### config.mk
export PLATFORM = sky130hd
export DESIGN_NAME = cmt_near
export DESIGN_NICKNAME = d
export VERILOG_FILES = /design/src/sv/cmt_pkg.sv /design/src/sv/cmt_near.sv
export SDC_FILE = /design/constraint.sdc
export NUM_CORES = 2
export LEC_CHECK = 0
export BUFFER_PORTS_ARGS = -buffer_cell sky130_fd_sc_hd__buf_2
export CORE_MARGIN = 8
export CORE_UTILIZATION = 40
export CTS_BUF_LIST = sky130_fd_sc_hd__clkbuf_4 sky130_fd_sc_hd__clkbuf_8 sky130_fd_sc_hd__clkbuf_16
export DETAILED_ROUTE_END_ITERATION = 8
export GPL_TIMING_DRIVEN = 1
export PLACE_DENSITY = 0.57
export SLEW_MARGIN = 30
export SYNTH_ARGS = -nofsm -noshare
export SYNTH_HDL_FRONTEND = slang
export SYNTH_SLANG_ARGS = --single-unit
### constraint.sdc
create_clock -name clk -period 13.35 [get_ports clk]
set_input_delay 1.335 -clock clk [delete_from_list [all_inputs] [get_ports clk]]
set_output_delay 1.335 -clock clk [all_outputs]
set_load 0.01 [all_outputs]
### src/sv/cmt_pkg.sv
// cmt_pkg: shared types and codes for the contact manifold table.
// No dependencies.
package cmt_pkg;

    localparam logic [1:0] OP_ADD    = 2'd0;
    localparam logic [1:0] OP_REMOVE = 2'd1;
    localparam logic [1:0] OP_MERGE  = 2'd2;
    localparam logic [1:0] OP_PRUNE  = 2'd3;

    localparam logic [2:0] ST_DONE     = 3'd0;
    localparam logic [2:0] ST_REPLACED = 3'd1;
    localparam logic [2:0] ST_DUP      = 3'd2;
    localparam logic [2:0] ST_SHALLOW  = 3'd3;
    localparam logic [2:0] ST_EMPTY    = 3'd4;

    localparam logic [31:0] DUP_RESET = 32'd655;
    localparam logic [31:0] SEP_RESET = 32'hFFFF_E666;

    localparam logic [0:0] REG_DUP = 1'b0;
    localparam logic [0:0] REG_SEP = 1'b1;

    typedef struct packed {
        logic signed [31:0] x;
        logic signed [31:0] y;
        logic signed [31:0] z;
        logic signed [31:0] d;
    } point_t;

endpackage

### src/sv/cmt_near.sv
// cmt_near: multi-cycle proximity test, one squared axis per cycle.
// Depends on cmt_pkg.
module cmt_near
    import cmt_pkg::*;
(
    input  logic        clk,
    input  logic        rst_n,
    input  logic        start,
    input  point_t      a,
    input  point_t      b,
    input  logic [30:0] thr,
    output logic        done,
    output logic        near
);
    logic [1:0]  axis_reg, axis_next;
    logic        busy_reg, busy_next;
    logic [63:0] acc_reg, acc_next;
    logic        far_reg, far_next;
    logic        done_reg, done_next;
    logic signed [32:0] diff;
    logic [32:0] mag;
    logic [63:0] sq;
    logic [61:0] tt;

    always_comb
    begin
        unique case (axis_reg)
            2'd0:    diff = 33'(a.x) - 33'(b.x);
            2'd1:    diff = 33'(a.y) - 33'(b.y);
            default: diff = 33'(a.z) - 33'(b.z);
        endcase
        mag = diff[32] ? 33'(-diff) : 33'(diff);
        sq  = mag[31:0] * mag[31:0];
        tt  = 62'(thr) * 62'(thr);
        busy_next = busy_reg;
        axis_next = axis_reg;
        acc_next  = acc_reg;
        far_next  = far_reg;
        done_next = 1'b0;
        if (start)
        begin
            busy_next = 1'b1;
            axis_next = 2'd0;
            acc_next  = '0;
            far_next  = 1'b0;
        end
        else if (busy_reg)
        begin
            if (mag >= 33'(thr))
                far_next = 1'b1;
            else
                acc_next = acc_reg + sq;
            if (axis_reg == 2'd2)
            begin
                busy_next = 1'b0;
                done_next = 1'b1;
            end
            else
                axis_next = axis_reg + 2'd1;
        end
    end

    always_ff @(posedge clk or negedge rst_n)
    begin
        if (!rst_n)
        begin
            busy_reg <= 1'b0;
            done_reg <= 1'b0;
            axis_reg <= '0;
        end
        else
        begin
            busy_reg <= busy_next;
            done_reg <= done_next;
            axis_reg <= axis_next;
        end
    end

    always_ff @(posedge clk)
    begin
        acc_reg <= acc_next;
        far_reg <= far_next;
    end

    assign done = done_reg;
    assign near = !far_reg && (thr != 31'd0) && (acc_reg < 64'(tt));
endmodule

==> summary.md <==
| Metric | Value |
|---|---|
| Drt drc | `0` |
| Max FFs per register | `64` |
| Worst Reg2Reg Path Length in Cells | `44` |
| Syn. warnings | `0` |
| Tmin final | `12900 ps` |
| Synth top area cells | `fa_1 (48%), ha_1 (13%), inv_1 (12%)` |
| Storage element area | `1400 um2` |
| Largest net degree at the start of global routing | `71` |
| GRT overflow | `0` |
| Fill count | `16900` |
| Initial Util | `40.1%` |
| Worst Hold Depth | `2` |
| HPWL after DPL | `184 mm` |
| Routed via count | `54700` |
| Arr. time, crit path | `13220 ps` |
| Max-slew headroom | `36.0%` |
| Register bit total from synthesis | `69` |
| Synth async-reset ratio | `5.80%` |
| Diode count | `0` |
| Worst hold path type | `flip-flop to flip-flop` |
| RSZ-0062 raised after global routing | `yes` |
| Final setup vio count | `0` |
| 1st-iter DRT viols | `3518` |
| Total GRT Usage | `23.1%` |
| Hold_sp | `far_reg` |
| Cells after Synth | `7875` |
| Wirelength, routed | `211 mm` |
| Slowest cell delay on critical path | `570 ps` |
| Net Count, Synth | `10500` |
| Max-slew violations | `0` |
| First-pass GRT wire length | `338 mm` |
| Initial antenna violation count | `1` |
| Die area | `185000 um2` |
| Maximum clock insertion buffer count | `2` |
| Critical path type | `input port to flip-flop` |
| Maximum operating frequency | `77.5 MHz` |
| Most used cell, CP | `fa_1` |
| R2R Path End | `acc_reg[63]` |
| Top-area cell type share of the netlist area | `47.6%` |
| Post-synth top area cell | `fa_1` |
| P&R area growth vs syn | `12.4%` |
| Outcome | `complete, no violations` |
| Avg WL per Cell | `19.8 um` |
| Multi-input logic area | `58100 um2` |
| Core area | `171000 um2` |
| CP Max Fanout | `5` |
| Drt pass-1 iters | `8` |
| FP Rows | `152` |
| Cell Area, Synth | `68400 um2` |
| Post-layout nets | `11100` |
| Worst setup EP type | `flip-flop` |
| PortBufs | `227` |
| Top FF cell, synth | `dfxtp_1` |
| Fin util | `45.1%` |
| Critical R2R Launch | `axis_reg[1]` |
| Clk root buf | `clkbuf_16` |
| Via density | `5.12` |
| Clk slew on worst S/H paths | `60 ps` |
| Clock Latency Late Sink | `400 ps` |
| Synth unique cells | `101` |
| Top Ports | `292` |
| Share of cells above drive strength 1 | `11.8%` |
| Post-synth EDFFs | `0` |
| Hold Fails Final Rpt | `0` |
| CP required | `13670 ps` |
| Slowest CP cell | `fa_1` |
| Gpl congestion | `0.930` |
| Die extent in x | `430 um` |
| TritonCTS buffer count | `9` |
| R2R setup slack | `1120 ps` |
| CTS H-tree depth | `3` |
| MaxCap Viol Count | `0` |
| Worst setup SP type | `input port` |
| Top cells by count, synth | `inv_1 (2175), fa_1 (1627), ha_1 (705)` |
| Final Cycle Share | `96.6%` |
| Final antenna-violating net count | `0` |
| CTS tree | `yes` |
| Hold Path End | `far_reg` |
| Mapped Avg Cell Area | `8.69 um2` |
| Sinks on the clock net | `69` |
| Sequential element share of the synthesized area | `2.05%` |
| Clock skew | `16.0 ps` |
| Die Ht | `430 um` |
| Vias in the first global route | `59800` |
| Worst Max-Slew Pin Slew | `954 ps` |
| Top-count cell post-synth | `inv_1` |
## per-stage QoR
stage | hold slack [ps] | setup WS [ps] | instances | cell area (um2) | TNS, ps
final | 456 | 450 | 10700 | 77000 | 0
after global routing | 504 | -31.1 | 10700 | 77000 | -61.3
after CTS | 464 | 104 | 10700 | 76600 | 0
after detailed placement | 455 | -204 | 10600 | 76300 | -362
after global placement | 454 | -158 | 10600 | 76300 | -208
after floorplan | 426 | 842 | 7875 | 68400 | 0
## worst max path at each step
stage	from	end	slack (ps)	cells after the start
floorplan	a[64]	acc_reg[63]	840	46
global placement	a[64]	acc_reg[63]	-160	48
detailed placement	a[64]	acc_reg[63]	-200	48
CTS	thr[12]	near	100	43
global route	a[64]	acc_reg[63]	-30	48
finish	a[32]	acc_reg[63]	450	48
## routing by layer
layer / wire [um] / GRT usage [%] / part of all wire [%] / vias to the layer above
met5: 0 / 0 / 0 / -
met2: 101000 / 39.1 / 48 / 1660
met4: 7060 / 6.40 / 3.3 / 0
met1: 90900 / 31.4 / 43 / 27800
met3: 12000 / 2.98 / 5.7 / 308
li1: - / - / - / 24900
## critical path: cells and delay by family
| kind | cells | cell delay [ps] |
|---|---|---|
| xor+xnor | 3 | 440 |
| fa+ha+maj | 11 | 4930 |
| buf+inv | 13 | 1560 |
| simple gates | 8 | 2050 |
| compound gates | 13 | 2890 |
## layout make-up
class	count	area share, %
multi-input combinational	5324	75.5
clock inverter	2	0.0163
inverter	2196	10.7
sequential	69	1.82
timing repair buffer	832	7.93
clock buffer	14	0.389
tap	2233	3.63
## kinds of logic (layout without fill, tap and decap cells)
group	Yosys count	in the layout	synth area share, %
AOI/OAI and AO/OA	963	963	9.17
xor gates and xnor gates	225	225	2.90
adders and majority gates	2332	2332	60.5
buffers and inverters	2482	3044	13.7
DFF	69	69	2.05
muxes	18	18	0.271
and+or+nand+nor	1786	1786	11.5
## cells in the final DEF (no fill, tap or decap), drive strengths merged, types with 10 or more instances in the layout
cell     count
a31o        11
o211ai      23
fa        1627
nor2b       42
nand3      113
o2111ai     11
and2        60
xnor2      142
o31ai       20
o21bai      19
nand2b      42
or3         13
o21ai      204
inv       2179
mux2i       14
clkinv      10
nor3        53
nand4       61
a211o       12
a221oi      10
a211oi      30
a2111oi     12
dfxtp       65
nor2       605
nor4        19
a311oi      10
a21o       122
clkbuf      18
a21oi      315
a31oi       30
or2         19
ha         705
and3        27
nand2      689
buf        828
o21a        39
xor2        83
## what timing repair did
item / CTS / global route
pin swaps: 0 / 6
buffers inserted: 0 / 10
gates resized for setup: 3 / 69
hold buffers: 0 / 0
endpoints found under the hold margin: 0 / 0
endpoints found under the setup margin: 1 / 12
Power is not shown: default switching activity piles up to over one toggle a cycle in this logic, so the estimate is an artifact.
