[src/sv/cmt_div.sv]
// cmt_div: restoring signed divider of a 36-bit sum by a small count.
// Depends on nothing.
module cmt_div #(
    parameter int CW = 3
) (
    input  logic               clk,
    input  logic               rst_n,
    input  logic               start,
    input  logic signed [35:0] num,
    input  logic [CW-1:0]      den,
    output logic               done,
    output logic [31:0]        quo
);
    logic [5:0]  cnt_reg, cnt_next;
    logic        busy_reg, busy_next, done_reg, done_next;
    logic [35:0] q_reg, q_next;
    logic [CW:0] r_reg, r_next;
    logic        neg_reg, neg_next;
    logic [CW:0] trial;
    logic [35:0] qs;

    always_comb
    begin
        busy_next = busy_reg;
        cnt_next  = cnt_reg;
        q_next    = q_reg;
        r_next    = r_reg;
        neg_next  = neg_reg;
        done_next = 1'b0;
        trial     = {r_reg[CW-1:0], q_reg[35]};
        if (start)
        begin
            busy_next = 1'b1;
            cnt_next  = 6'd0;
            neg_next  = num[35];
            q_next    = num[35] ? 36'(-num) : 36'(num);
            r_next    = '0;
        end
        else if (busy_reg)
        begin
            if (trial >= {1'b0, den})
            begin
                r_next = trial - {1'b0, den};
                q_next = {q_reg[34:0], 1'b1};
            end
            else
            begin
                r_next = trial;
                q_next = {q_reg[34:0], 1'b0};
            end
            if (cnt_reg == 6'd35)
            begin
                busy_next = 1'b0;
                done_next = 1'b1;
            end
            cnt_next = cnt_reg + 6'd1;
        end
    end

    always_ff @(posedge clk or negedge rst_n)
    begin
        if (!rst_n)
        begin
            busy_reg <= 1'b0;
            done_reg <= 1'b0;
            cnt_reg  <= '0;
        end
        else
        begin
            busy_reg <= busy_next;
            done_reg <= done_next;
            cnt_reg  <= cnt_next;
        end
    end

    always_ff @(posedge clk)
    begin
        q_reg   <= q_next;
        r_reg   <= r_next;
        neg_reg <= neg_next;
    end

    assign qs   = neg_reg ? 36'(-q_reg) : q_reg;
    assign quo  = qs[31:0];
    assign done = done_reg;
endmodule

[config.mk]
export PLATFORM = sky130hd
export DESIGN_NAME = cmt_div
export DESIGN_NICKNAME = d
export VERILOG_FILES = /design/src/sv/cmt_div.sv
export SDC_FILE = /design/constraint.sdc
export NUM_CORES = 1
export LEC_CHECK = 0
export BUFFER_PORTS_ARGS = -buffer_cell sky130_fd_sc_hd__buf_2
export CELL_PAD_IN_SITES_DETAIL_PLACEMENT = 1
export CELL_PAD_IN_SITES_GLOBAL_PLACEMENT = 1
export CORE_MARGIN = 3
export CORE_UTILIZATION = 42
export CTS_CLUSTER_DIAMETER = 40
export DETAILED_ROUTE_END_ITERATION = 16
export PLACE_DENSITY_LB_ADDON = 0.1
export SYNTH_ARGS = -nofsm -noshare
export SYNTH_HDL_FRONTEND = slang
export SYNTH_SLANG_ARGS = --single-unit
[constraint.sdc]
create_clock -name clk -period 2.9 [get_ports clk]
set_input_delay 0.29 -clock clk [delete_from_list [all_inputs] [get_ports clk]]
set_output_delay 0.29 -clock clk [all_outputs]
set_load 0.01 [all_outputs]
==> run summary, run 1 <==
Hold path depth - 3
CP top delay family - simple AND/OR/NAND/NOR gates
Power per cell area - 485 mW/mm^2
Initial core utilization - 0.434
Cell count along the critical path - 6
DPL Wire Length - 7330 um
Register area share after synthesis - 0.383
Routing usage on met3 - 0.0279
CTS tree - done
Synth unique cells - 44
First-pass DRT Iterations - 4
Largest cells by area after synthesis - edfxtp_1, xnor2_1, xor2_1
P_leak - 1.77 nW
Final TNS setup - -0.0652 ns
Relative slew slack - 0.548
Comb power frac - 0.324
Post-synth EDFFs - 37
GRT Max-Usage Layer - met2
Critical path endpoint category - output pin
Antenna Nets Post-Route - 0
Final Max Tran Viols - 0
Failing checks - negative setup slack
Clock Pin Slew Worst Setup and Hold Paths - 0.09 ns
Status - finished, violations left
Vias in the first global route - 3320
Initial antenna violation count - 0
Max Clk Rate - 340 MHz
Routability cong. - 0.792
Final Hold Vio Count - 0
IO Pins - 75
Clock Latency Late Sink - 0.31 ns
Worst clock skew - 0.00424 ns
GR Layer Usage met1 - 0.308
Die span in x - 98.4 um
RSZ-0062 raised after global routing - yes
Area Growth Syn to Fin - 23.6%
Peak fanout along the critical path - 4
Std-Cell Rows - 33
Synth Instances - 397
Required time worst endpoint - 2.61 ns
Max incr delay on CP - 0.53 ns
Peak VDD IR - 288 uV
Ys flop type - edfxtp_1
Die Y - 98.4 um
DR WL/cell - 17.5 um
CTS root buffer - clkbuf_8
Period utilisation layout - 1.01
Clock share of power - 0.233
DRT iter0 DRCs - 192
GR Util met2 - 0.356
Kind of start point of the critical path - flip-flop
Internal power - 0.00143 W
Max Cap Viol - 0
Crit path DAT - 2.65 ns
Post-synth net total - 446
Post-synth top area share - 0.310
Pre-CTS setup slack - 0.195 ns
Clock sink count - 48
Fillers - 1011
Critical path type - flip-flop to output pin
Worst r2r path cells - 8
Largest area contributor in the netlist - edfxtp_1
Pin count of the biggest net entering global routing - 39
CP max-delay cell - or4_4
Total Die Area - 0.00967 sq mm
Via Count - 3350
Number of flip-flops in the largest register - 36
H-tree Lvls - 2
Setup ws final - -0.0423 ns
Worst-Margin Slew - 0.678 ns
Ratio of cells with drive above 1 in the final layout - 0.266
Synth async-reset ratio - 0.167
Cell Chain, Critical Path - or4_4 > or3_4 > or3_4 > o41ai_4 > xnor2_2 > buf_2
Syn avg cell area - 9.02 sq um
Yosys reg bits - 48
N_diodes - 0
DRT Wirelength - 10400 um
Buffers on Ports - 74
CP dominant cell by count - or3_4
# DRC - 0
CTS Buf Count - 5
Nets - 537
Register share of total power - 0.444
Sw frac - 0.334
Vias/cell - 5.64
Clock period minus worst slack - 2.94 ns
First-pass GRT wire length - 17000 um
Final setup viols - 3
GRT Overall Usage - 0.216
Synth warn - 0
Final global-route overflow total - 0
NetSw - 0.000717 W
Worst path bufs/invs - 1
Core area - 0.00826 sq mm
Synth Cell Area - 0.00358 sq mm
Hold crit path type - input pin to flip-flop
Clock buffer depth - 2
==> synth_stat cells (2+ instances only) <==
cell type / number
nor2_1: 56
edfxtp_1: 37
a21oi_1: 32
xnor2_1: 32
xor2_1: 31
nand2_1: 28
o21ai_0: 18
o41ai_1: 16
o31ai_1: 15
inv_1: 13
clkbuf_1: 12
or3_1: 11
dfrtp_1: 8
nand3_1: 8
nor3_1: 8
mux2i_1: 7
nand4_1: 7
nor4_1: 7
ha_1: 6
buf_1: 5
nand2b_1: 4
or3_4: 4
dfxtp_1: 3
or4_1: 3
a211o_1: 2
nand4b_1: 2
o221ai_1: 2
o31ai_2: 2
or2_2: 2
or4_4: 2
==> cell families after synthesis <==
logic type,share of synthesized area
simple gates,0.205
compound gates,0.178
xor+xnor,0.154
flops,0.383
buf+inv,0.0335
mux,0.0196
fa+ha+maj,0.0265
==> final timing paths <==
check | start | end | slack [ns]
min reg2reg | r_reg[2] | r_reg[2] | 0.49
min in group asynchronous | rst_n | cnt_reg[3] | 0.34
max reg2reg | q_reg[35] | r_reg[1] | 0.81
max | q_reg[16] | quo[26] | -0.04
max in group asynchronous | rst_n | cnt_reg[1] | 2.39
min | start | busy_reg | 0.28
==> stage by stage <==
stage	cell area (sq um)	instances	hold slack (ns)	power, W	util
4_1_cts	4370	592	0.281	0.00214	0.530
2_1_floorplan	3580	397	-0.00559	0.00136	-
3_5_place_dp	4100	570	0.143	0.00160	0.497
5_1_grt	4430	594	0.327	0.00228	0.536
6_report	4430	594	0.284	0.00215	0.536
3_3_place_gp	4100	570	0.140	0.00158	0.497
==> routing by layer <==
metal / up-vias / routed length [um]
li1: 1640 / -
met1: 1632 / 4940
met2: 69 / 5010
met3: 9 / 373
met4: 0 / 104
met5: - / 0
==> worst register-to-register path, cell delays in order, from the launching register on <==
cell	delay [ns]
edfxtp_1	0.40
inv_1	0.08
ha_1	0.15
fa_1	0.19
a21bo_2	0.22
a21boi_0	0.51
mux2i_1	0.29
mux2i_1	0.10
nor2_1	0.09
==> timing repair <==
action,CTS,global route
buffers inserted,13,2
hold endpoints to repair,8,0
endpoints found under the setup margin,10,13
pin swaps,6,6
resized for setup,9,6
hold buffers,1,0
==> area by class of cell <==
class	count	area, sq um	area share
multi-input combinational	318	2180	0.493
tap	105	131	0.0297
clock buffer	5	68.8	0.0155
sequential	48	1370	0.310
timing repair buffer	102	583	0.132
inverter	13	48.8	0.0110
clock inverter	3	42.5	0.00960
==> layout by cell type (no fill, tap or decap), types with 2 or more instances in the layout <==
| cell type | synthesis | final |
|---|---|---|
| or3_1 | 11 | 11 |
| a21oi_1 | 32 | 32 |
| or3_4 | 4 | 4 |
| o21ai_0 | 18 | 17 |
| buf_4 | 1 | 27 |
| buf_2 | 0 | 74 |
| or4_1 | 3 | 2 |
| nand3_1 | 8 | 7 |
| nor3_1 | 8 | 8 |
| xnor2_1 | 32 | 31 |
| or2_2 | 2 | 2 |
| nor2_1 | 56 | 56 |
| nand4b_1 | 2 | 2 |
| clkbuf_8 | 0 | 5 |
| dfxtp_1 | 3 | 3 |
| nand2b_1 | 4 | 4 |
| xor2_1 | 31 | 31 |
| o31ai_4 | 0 | 2 |
| mux2i_1 | 7 | 7 |
| nor4_1 | 7 | 5 |
| dfrtp_1 | 8 | 8 |
| nand2_1 | 28 | 28 |
| ha_1 | 6 | 6 |
| or4_4 | 2 | 3 |
| o221ai_1 | 2 | 2 |
| nand4_1 | 7 | 7 |
| inv_1 | 13 | 13 |
| edfxtp_1 | 37 | 37 |
| o31ai_1 | 15 | 14 |
| o41ai_4 | 1 | 2 |
| a211o_1 | 2 | 2 |
| o41ai_1 | 16 | 14 |
==> power groups by stage <==
| stage | Combinational (W) | Clock (W) | Sequential [W] |
|---|---|---|---|
| global route | 0.000775 | 0.000543 | 0.000966 |
| CTS | 0.000690 | 0.000513 | 0.000941 |
| finish | 0.000695 | 0.000499 | 0.000953 |
| floorplan | 0.000421 | 0 | 0.000934 |
| global placement | 0.000616 | 0 | 0.000960 |
| detailed placement | 0.000631 | 0 | 0.000968 |
(Power assumes the default switching activity.)
==> run 2, diff against run 1 <==
Settings changed: ABC_AREA set to 1, CORE_UTILIZATION 42 to 40.
==> run 2 against run 1 <==
Effect of this change: the flow now finishes without violations; via count grew 25%; core utilization fell by 5.9 points; largest cell class unchanged; die area rose by 20%; sequential share of layout area shrank 2.0 points; critical endpoint is now quo[16]; power grew 1.1%; clock power about the same; routed wire length rose by 20%.
==> run summary, run 2 <==
Setup ws final - 0.518 ns (was -0.0423 ns)
Final setup viols - 0 (was 3)
CTS tree - done (unchanged)
Nets - 726 (was 537)
Synth warn - 0 (unchanged)
H-tree Lvls - 2 (unchanged)
Clock Pin Slew Worst Setup and Hold Paths - 0.10 ns (was 0.09 ns)
Fillers - 1362 (was 1011)
Most frequent cells after synthesis - nand2_1, nor2_1, nand3_1 (was nor2_1, edfxtp_1, a21oi_1, xnor2_1, xor2_1)
Core area - 0.00991 sq mm (was 0.00826 sq mm)
Status - complete, no violations (was finished, violations left)
IO Pins - 75 (unchanged)
Power per cell area - 459 mW/mm^2 (was 485 mW/mm^2)
GRT Overall Usage - 0.226 (was 0.216)
Synth Cell Area - 0.00414 sq mm (was 0.00358 sq mm)
Final TNS setup - 0 ns (was -0.0652 ns)
Power, Total - 0.00217 W (was 0.00215 W)
Worst r2r path cells - 8 (unchanged)
DRT Wirelength - 12500 um (was 10400 um)
N_diodes - 0 (unchanged)
Max Clk Rate - 420 MHz (was 340 MHz)
Die span in x - 108 um (was 98.4 um)
Yosys reg bits - 48 (unchanged)
Post-synth top area share - 0.268 (was 0.310)
DPL Wire Length - 10300 um (was 7330 um)
Antenna Nets Post-Route - 0 (unchanged)
Cts repair resizes - 0 (was 9)
Post-synth EDFFs - 37 (unchanged)
Largest area contributor in the netlist - edfxtp_1 (unchanged)
Most common cell after layout, fill and taps aside - nand2_1 (was buf_2)
R2R Setup Slk - 1.13 ns (was 0.81 ns)
Pre-CTS setup slack - 0.849 ns (was 0.195 ns)
DR WL/cell - 15.5 um (was 17.5 um)
CTS Hold Bufs - 1 (unchanged)
First-pass DRT Iterations - 4 (unchanged)
CTS root buffer - clkbuf_8 (unchanged)
First-pass GRT wire length - 21100 um (was 17000 um)
Hold crit path type - input pin to asynchronous set/reset pin (was input pin to flip-flop)
# DRC - 0 (unchanged)
Std-Cell Rows - 36 (was 33)
Clock buffer depth - 2 (unchanged)
Worst hold slack - 0.333 ns (was 0.284 ns)
Peak VDD IR - 249 uV (was 288 uV)
Clock Latency Late Sink - 0.31 ns (about the same)
Most frequent cells in the layout - nand2_1, nor2_1, buf_2 (was buf_2, nor2_1, edfxtp_1)
Reg2reg end - q_reg[0] (was r_reg[1])
Worst-Margin Slew - 0.641 ns (was 0.678 ns)
Post-synth net total - 659 (was 446)
Buffers on Ports - 74 (unchanged)
Critical path endpoint category - output pin (unchanged)
Die Y - 108 um (was 98.4 um)
Kind of start point of the critical path - flip-flop (unchanged)
Required time worst endpoint - 2.61 ns (about the same)
Worst flop-to-flop path startpoint - q_reg[35] (unchanged)
Ratio of cells with drive above 1 in the final layout - 0.173 (was 0.266)
Synth async-reset ratio - 0.167 (unchanged)
Total Die Area - 0.0116 sq mm (was 0.00967 sq mm)
Vias/cell - 5.16 (was 5.64)
Syn avg cell area - 6.79 sq um (was 9.02 sq um)
RSZ-0062 raised after global routing - no (was yes)
Final global-route overflow total - 0 (unchanged)
Via Count - 4185 (was 3350)
Routability cong. - 0.846 (was 0.792)
Ys flop type - edfxtp_1 (unchanged)
Synth unique cells - 35 (was 44)
Placed insts - 802 (was 570)
Synth Instances - 610 (was 397)
Final Instance Count excl. Fillers - 811 (was 594)
Post-CTS Setup Bufs - 0 (was 13)
Most frequent cell after synthesis - nand2_1 (was nor2_1)
Clock sink count - 48 (unchanged)
Crit path DAT - 2.09 ns (was 2.65 ns)
Max Cap Viol - 0 (unchanged)
Relative slew slack - 0.573 (was 0.548)
Worst clock skew - 0.00873 ns (was 0.00424 ns)
Number of flip-flops in the largest register - 36 (unchanged)
Final Max Tran Viols - 0 (unchanged)
Area Growth Syn to Fin - 14.2% (was 23.6%)
Initial antenna violation count - 0 (unchanged)
Initial core utilization - 0.418 (was 0.434)
Clock period minus worst slack - 2.38 ns (was 2.94 ns)
DRT iter0 DRCs - 202 (was 192)
Pin count of the biggest net entering global routing - 38 (was 39)
Period utilisation layout - 0.821 (was 1.01)
Peak fanout along the critical path - 4 (unchanged)
P_leak - 2.20 nW (was 1.77 nW)
Final Hold Vio Count - 0 (unchanged)
Critical path type - flip-flop to output pin (unchanged)
Largest cells by area after synthesis - edfxtp_1, nand2_1, nand3_1 (was edfxtp_1, xnor2_1, xor2_1)
Register area share after synthesis - 0.331 (was 0.383)
CTS Buf Count - 5 (unchanged)
Vias in the first global route - 4308 (was 3320)
[run 2: cell types whose count changed after synthesis, sizes merged, moves of 20 or more]
| cell | change |
|---|---|
| nand2 | +147 |
| nand3 | +62 |
| inv | +50 |
| nor2 | +40 |
| o21ai | +31 |
| xnor2 | -24 |
| a21oi | -20 |
[run 2: worst max-delay path by stage]
stage	start	end	cells after the start
2_1_floorplan	q_reg[0]	quo[14]	7
3_3_place_gp	q_reg[0]	quo[30]	10
3_5_place_dp	q_reg[1]	quo[16]	10
4_1_cts	q_reg[1]	quo[16]	10
5_1_grt	q_reg[1]	quo[16]	9
6_report	q_reg[0]	quo[16]	10
[run 2: area by class of cell]
type,count,area (sq um),area share
Clock buffer,5,68.8,0.0146
Clock inverter,3,42.5,0.00899
Inverter,63,236,0.0500
Multi-Input combinational cell,480,2430,0.515
Sequential cell,48,1370,0.290
Tap cell,133,166,0.0352
Timing Repair Buffer,79,410,0.0868
[run 2: per-stage QoR]
| step | cell area (sq um) | util |
|---|---|---|
| floorplan | 4140 | - |
| global placement | 4610 | 0.465 |
| detailed placement | 4610 | 0.465 |
| CTS | 4730 | 0.477 |
| global route | 4730 | 0.477 |
| finish | 4730 | 0.477 |
[run 2: kinds of logic (layout without fill, tap and decap cells)]
kind of cell,after synthesis,in the layout,synth area share
fa+ha+maj,7,7,0.0230
buf+inv,82,150,0.0815
simple gates,362,362,0.390
compound gates,73,73,0.0945
flops,48,48,0.331
xor+xnor,38,38,0.0803
[run 2: critical path, stage by stage, from the launching register on]
cell and delay, ns:
edfxtp_1 0.39, inv_1 0.14, ha_1 0.26, nand3_2 0.13, nor2_2 0.20, nand3b_1 0.15
o21ai_2 0.19, o21ai_1 0.09, nand2_1 0.07, nand2_1 0.04, buf_2 0.13
[run 2: per-layer routing]
metal  global-route usage  vias to the layer above  wire length [um]
met2                0.387                       68              5980
met1                0.304                     1984              5970
met4               0.0550                        0               242
li1                     -                     2117                 -
met3               0.0246                       16               345
met5                    0                        -                 0
[run 2: where the power goes]
group | internal [W] | leakage (nW) | switching [W]
clock network | 0.000256 | 0.0558 | 0.000242
registers | 0.000842 | 0.532 | 0.0000858
logic | 0.000273 | 1.61 | 0.000471
==> run 3, diff against run 2 <==
Settings changed: ABC_AREA 1 to 0, CORE_UTILIZATION 40 to 42.
Clock period 2.9 ns to 2.2 ns, I/O delays scaled along.
==> run 3 against run 2 <==
Effect of this change: the flow now finishes with violations (negative setup slack); non-clock buffer count grew 63; power grew 32%; first-iteration DRC count shrank 46%; clock skew shrank 0.0033 ns; hold slack lost 0.054 ns; critical path type unchanged; largest power group unchanged.
==> run summary, run 3 (synthesis gave the netlist of run 1 again) <==
Status - finished, violations left (was complete, no violations)
Failing checks - negative setup slack
Initial core utilization - 0.434 (was 0.418)
CTS tree - done (unchanged)
Vias/cell - 5.53 (was 5.16)
DPL Wire Length - 8150 um (was 10300 um)
Required time worst endpoint - 1.98 ns (was 2.61 ns)
NetSw - 0.000995 W (was 0.000799 W)
Total Die Area - 0.00967 sq mm (was 0.0116 sq mm)
Die Y - 98.4 um (was 108 um)
Post-DP Area - 0.00455 sq mm (was 0.00461 sq mm)
Power per cell area - 581 mW/mm^2 (was 459 mW/mm^2)
GRT Overall Usage - 0.230 (was 0.226)
Worst-Margin Slew - 0.642 ns (was 0.641 ns)
Cell Chain, Critical Path - or4_4 > or3_4 > or3_4 > buf_4 > buf_6 > nand2_4 > xnor2_2 > buf_2 (was inv_1 > ha_1 > nand3_2 > nor2_2 > nand3b_1 > o21ai_2 > o21ai_1 > nand2_1 > nand2_1 > buf_2)
Clock sink count - 48 (unchanged)
Peak fanout along the critical path - 5 (was 4)
Period utilisation layout - 1.31
First-pass GRT wire length - 18200 um (was 21100 um)
IO Pins - 75 (unchanged)
Worst path bufs/invs - 3 (was 2)
Final Instance Count excl. Fillers - 634 (was 811)
Antenna Nets Post-Route - 0 (unchanged)
Final Hold Vio Count - 0 (unchanged)
Final global-route overflow total - 0 (unchanged)
Std-Cell Rows - 33 (was 36)
Post-Layout Inst Area - 0.00491 sq mm (was 0.00473 sq mm)
WL met1 - 5060 um (was 5970 um)
Critical path type - flip-flop to output pin (unchanged)
Ratio of cells with drive above 1 in the final layout - 0.357 (was 0.173)
H-tree Lvls - 2 (unchanged)
P_leak - 2.05 nW (was 2.20 nW)
Met3 WL - 480 um (was 345 um)
Final Max Tran Viols - 0 (unchanged)
Final setup viols - 21 (was 0)
CP max-delay cell - or4_4 (was edfxtp_1)
CTS Buf Count - 5 (unchanged)
N_diodes - 0 (unchanged)
Number of flip-flops in the largest register - 36 (unchanged)
Pre-CTS setup slack - -0.322 ns (was 0.849 ns)
Nets - 577 (was 726)
Routability cong. - 0.814 (was 0.846)
Peak VDD IR - 263 uV (was 249 uV)
Max layer used - met4 (unchanged)
Kind of start point of the critical path - flip-flop (unchanged)
Clock buffer depth - 2 (unchanged)
Clock share of power - 0.184 (was 0.230)
Setup ws final - -0.682 ns (was 0.518 ns)
Internal power - 0.00186 W (was 0.00137 W)
Die span in x - 98.4 um (was 108 um)
Placed insts - 619 (was 802)
Routed wl met2 - 5630 um (was 5980 um)
Core area - 0.00826 sq mm (was 0.00991 sq mm)
Comb power frac - 0.393 (was 0.343)
Buffers on Ports - 74 (unchanged)
# DRC - 0 (unchanged)
Max incr delay on CP - 0.53 ns (was 0.39 ns)
Relative slew slack - 0.572 (was 0.573)
Crit path DAT - 2.66 ns (was 2.09 ns)
CP top delay family - simple AND/OR/NAND/NOR gates (unchanged)
Clock Pin Slew Worst Setup and Hold Paths - 0.09 ns (was 0.10 ns)
Register share of total power - 0.423 (was 0.428)
Most frequent cells in the layout - buf_2, buf_4, nor2_1 (was nand2_1, nor2_1, buf_2)
Worst r2r path cells - 7 (was 8)
Sw frac - 0.349 (was 0.368)
Critical path endpoint category - output pin (unchanged)
CP dominant cell by count - or3_4 (was nand2_1)
Clock Latency Late Sink - 0.30 ns (was 0.31 ns)
Vias in the first global route - 3682 (was 4308)
Cell count along the critical path - 8 (was 10)
Worst clock skew - 0.00545 ns (was 0.00873 ns)
DRT Wirelength - 11300 um (was 12500 um)
Most common cell after layout, fill and taps aside - buf_2 (was nand2_1)
First-pass DRT Iterations - 4 (unchanged)
DRT iter0 DRCs - 109 (was 202)
Hold crit path type - input pin to asynchronous set/reset pin (unchanged)
Max Clk Rate - 347 MHz
Pin count of the biggest net entering global routing - 38 (unchanged)
Clock period minus worst slack - 2.88 ns
RSZ-0062 raised after global routing - yes (was no)
Via Count - 3508 (was 4185)
Area Growth Syn to Fin - 37.2% (was 14.2%)
Max Cap Viol - 0 (unchanged)
Initial antenna violation count - 0 (unchanged)
DR WL/cell - 17.8 um (was 15.5 um)
CTS root buffer - clkbuf_8 (unchanged)
## run 3: final timing paths
kind / from / end / slack (ns)
min reg2reg: r_reg[2] / r_reg[2] / 0.48
max: q_reg[16] / quo[20] / -0.68
max reg2reg: q_reg[35] / r_reg[0] / 0.23
max in group asynchronous: rst_n / busy_reg / 1.75
min: rst_n / cnt_reg[3] / 0.28
min in group clk: num[33] / q_reg[33] / 0.33
## run 3: per-layer routing
metal,GRT usage,vias up
met4,0.0483,0
met1,0.297,1693
met3,0.0407,10
met2,0.404,79
met5,0,-
li1,-,1726
## run 3: power by group through the flow
stage | registers [W] | clock network, W | logic [W]
finish | 0.00121 | 0.000525 | 0.00112
global route | 0.00122 | 0.000589 | 0.00124
CTS | 0.00119 | 0.000553 | 0.00108
detailed placement | 0.00121 | 0 | 0.00104
global placement | 0.00120 | 0 | 0.00101
floorplan | 0.00124 | 0 | 0.000569
## run 3: final cells by class
class / instances / area (sq um)
Fill cell: 993 / 3340
Clock buffer: 6 / 72.6
Inverter: 13 / 48.8
Tap cell: 105 / 131
Timing Repair Buffer: 142 / 922
Sequential cell: 48 / 1370
Multi-Input combinational cell: 318 / 2360
Clock inverter: 2 / 11.3
## run 3: worst reg2reg max path: cells and delay by family (launching register included)
family	cells	cell delay [ns]
buffers and inverters	1	0.06
DFF	1	0.36
and+or+nand+nor	1	0.30
adders and majority gates	2	0.58
AOI/OAI and AO/OA	3	0.59
## run 3: what timing repair did
action | 4_1_cts | 5_1_grt
hold buffers | 1 | 0
pin swaps | 10 | 8
setup buffers | 5 | 2
gates resized for setup | 19 | 27
endpoints found under the setup margin | 23 | 27
endpoints found under the hold margin | 8 | 0
## run 3: through the flow
stage	total power, W	hold slack [ns]	setup TNS (ns)	util
floorplan	0.00181	-0.0756	-1.07	-
global placement	0.00221	0.0696	-2.69	0.550
detailed placement	0.00225	0.0775	-3.17	0.550
CTS	0.00283	0.273	-8.57	0.577
global route	0.00305	0.275	-10.78	0.595
finish	0.00285	0.279	-8.68	0.595
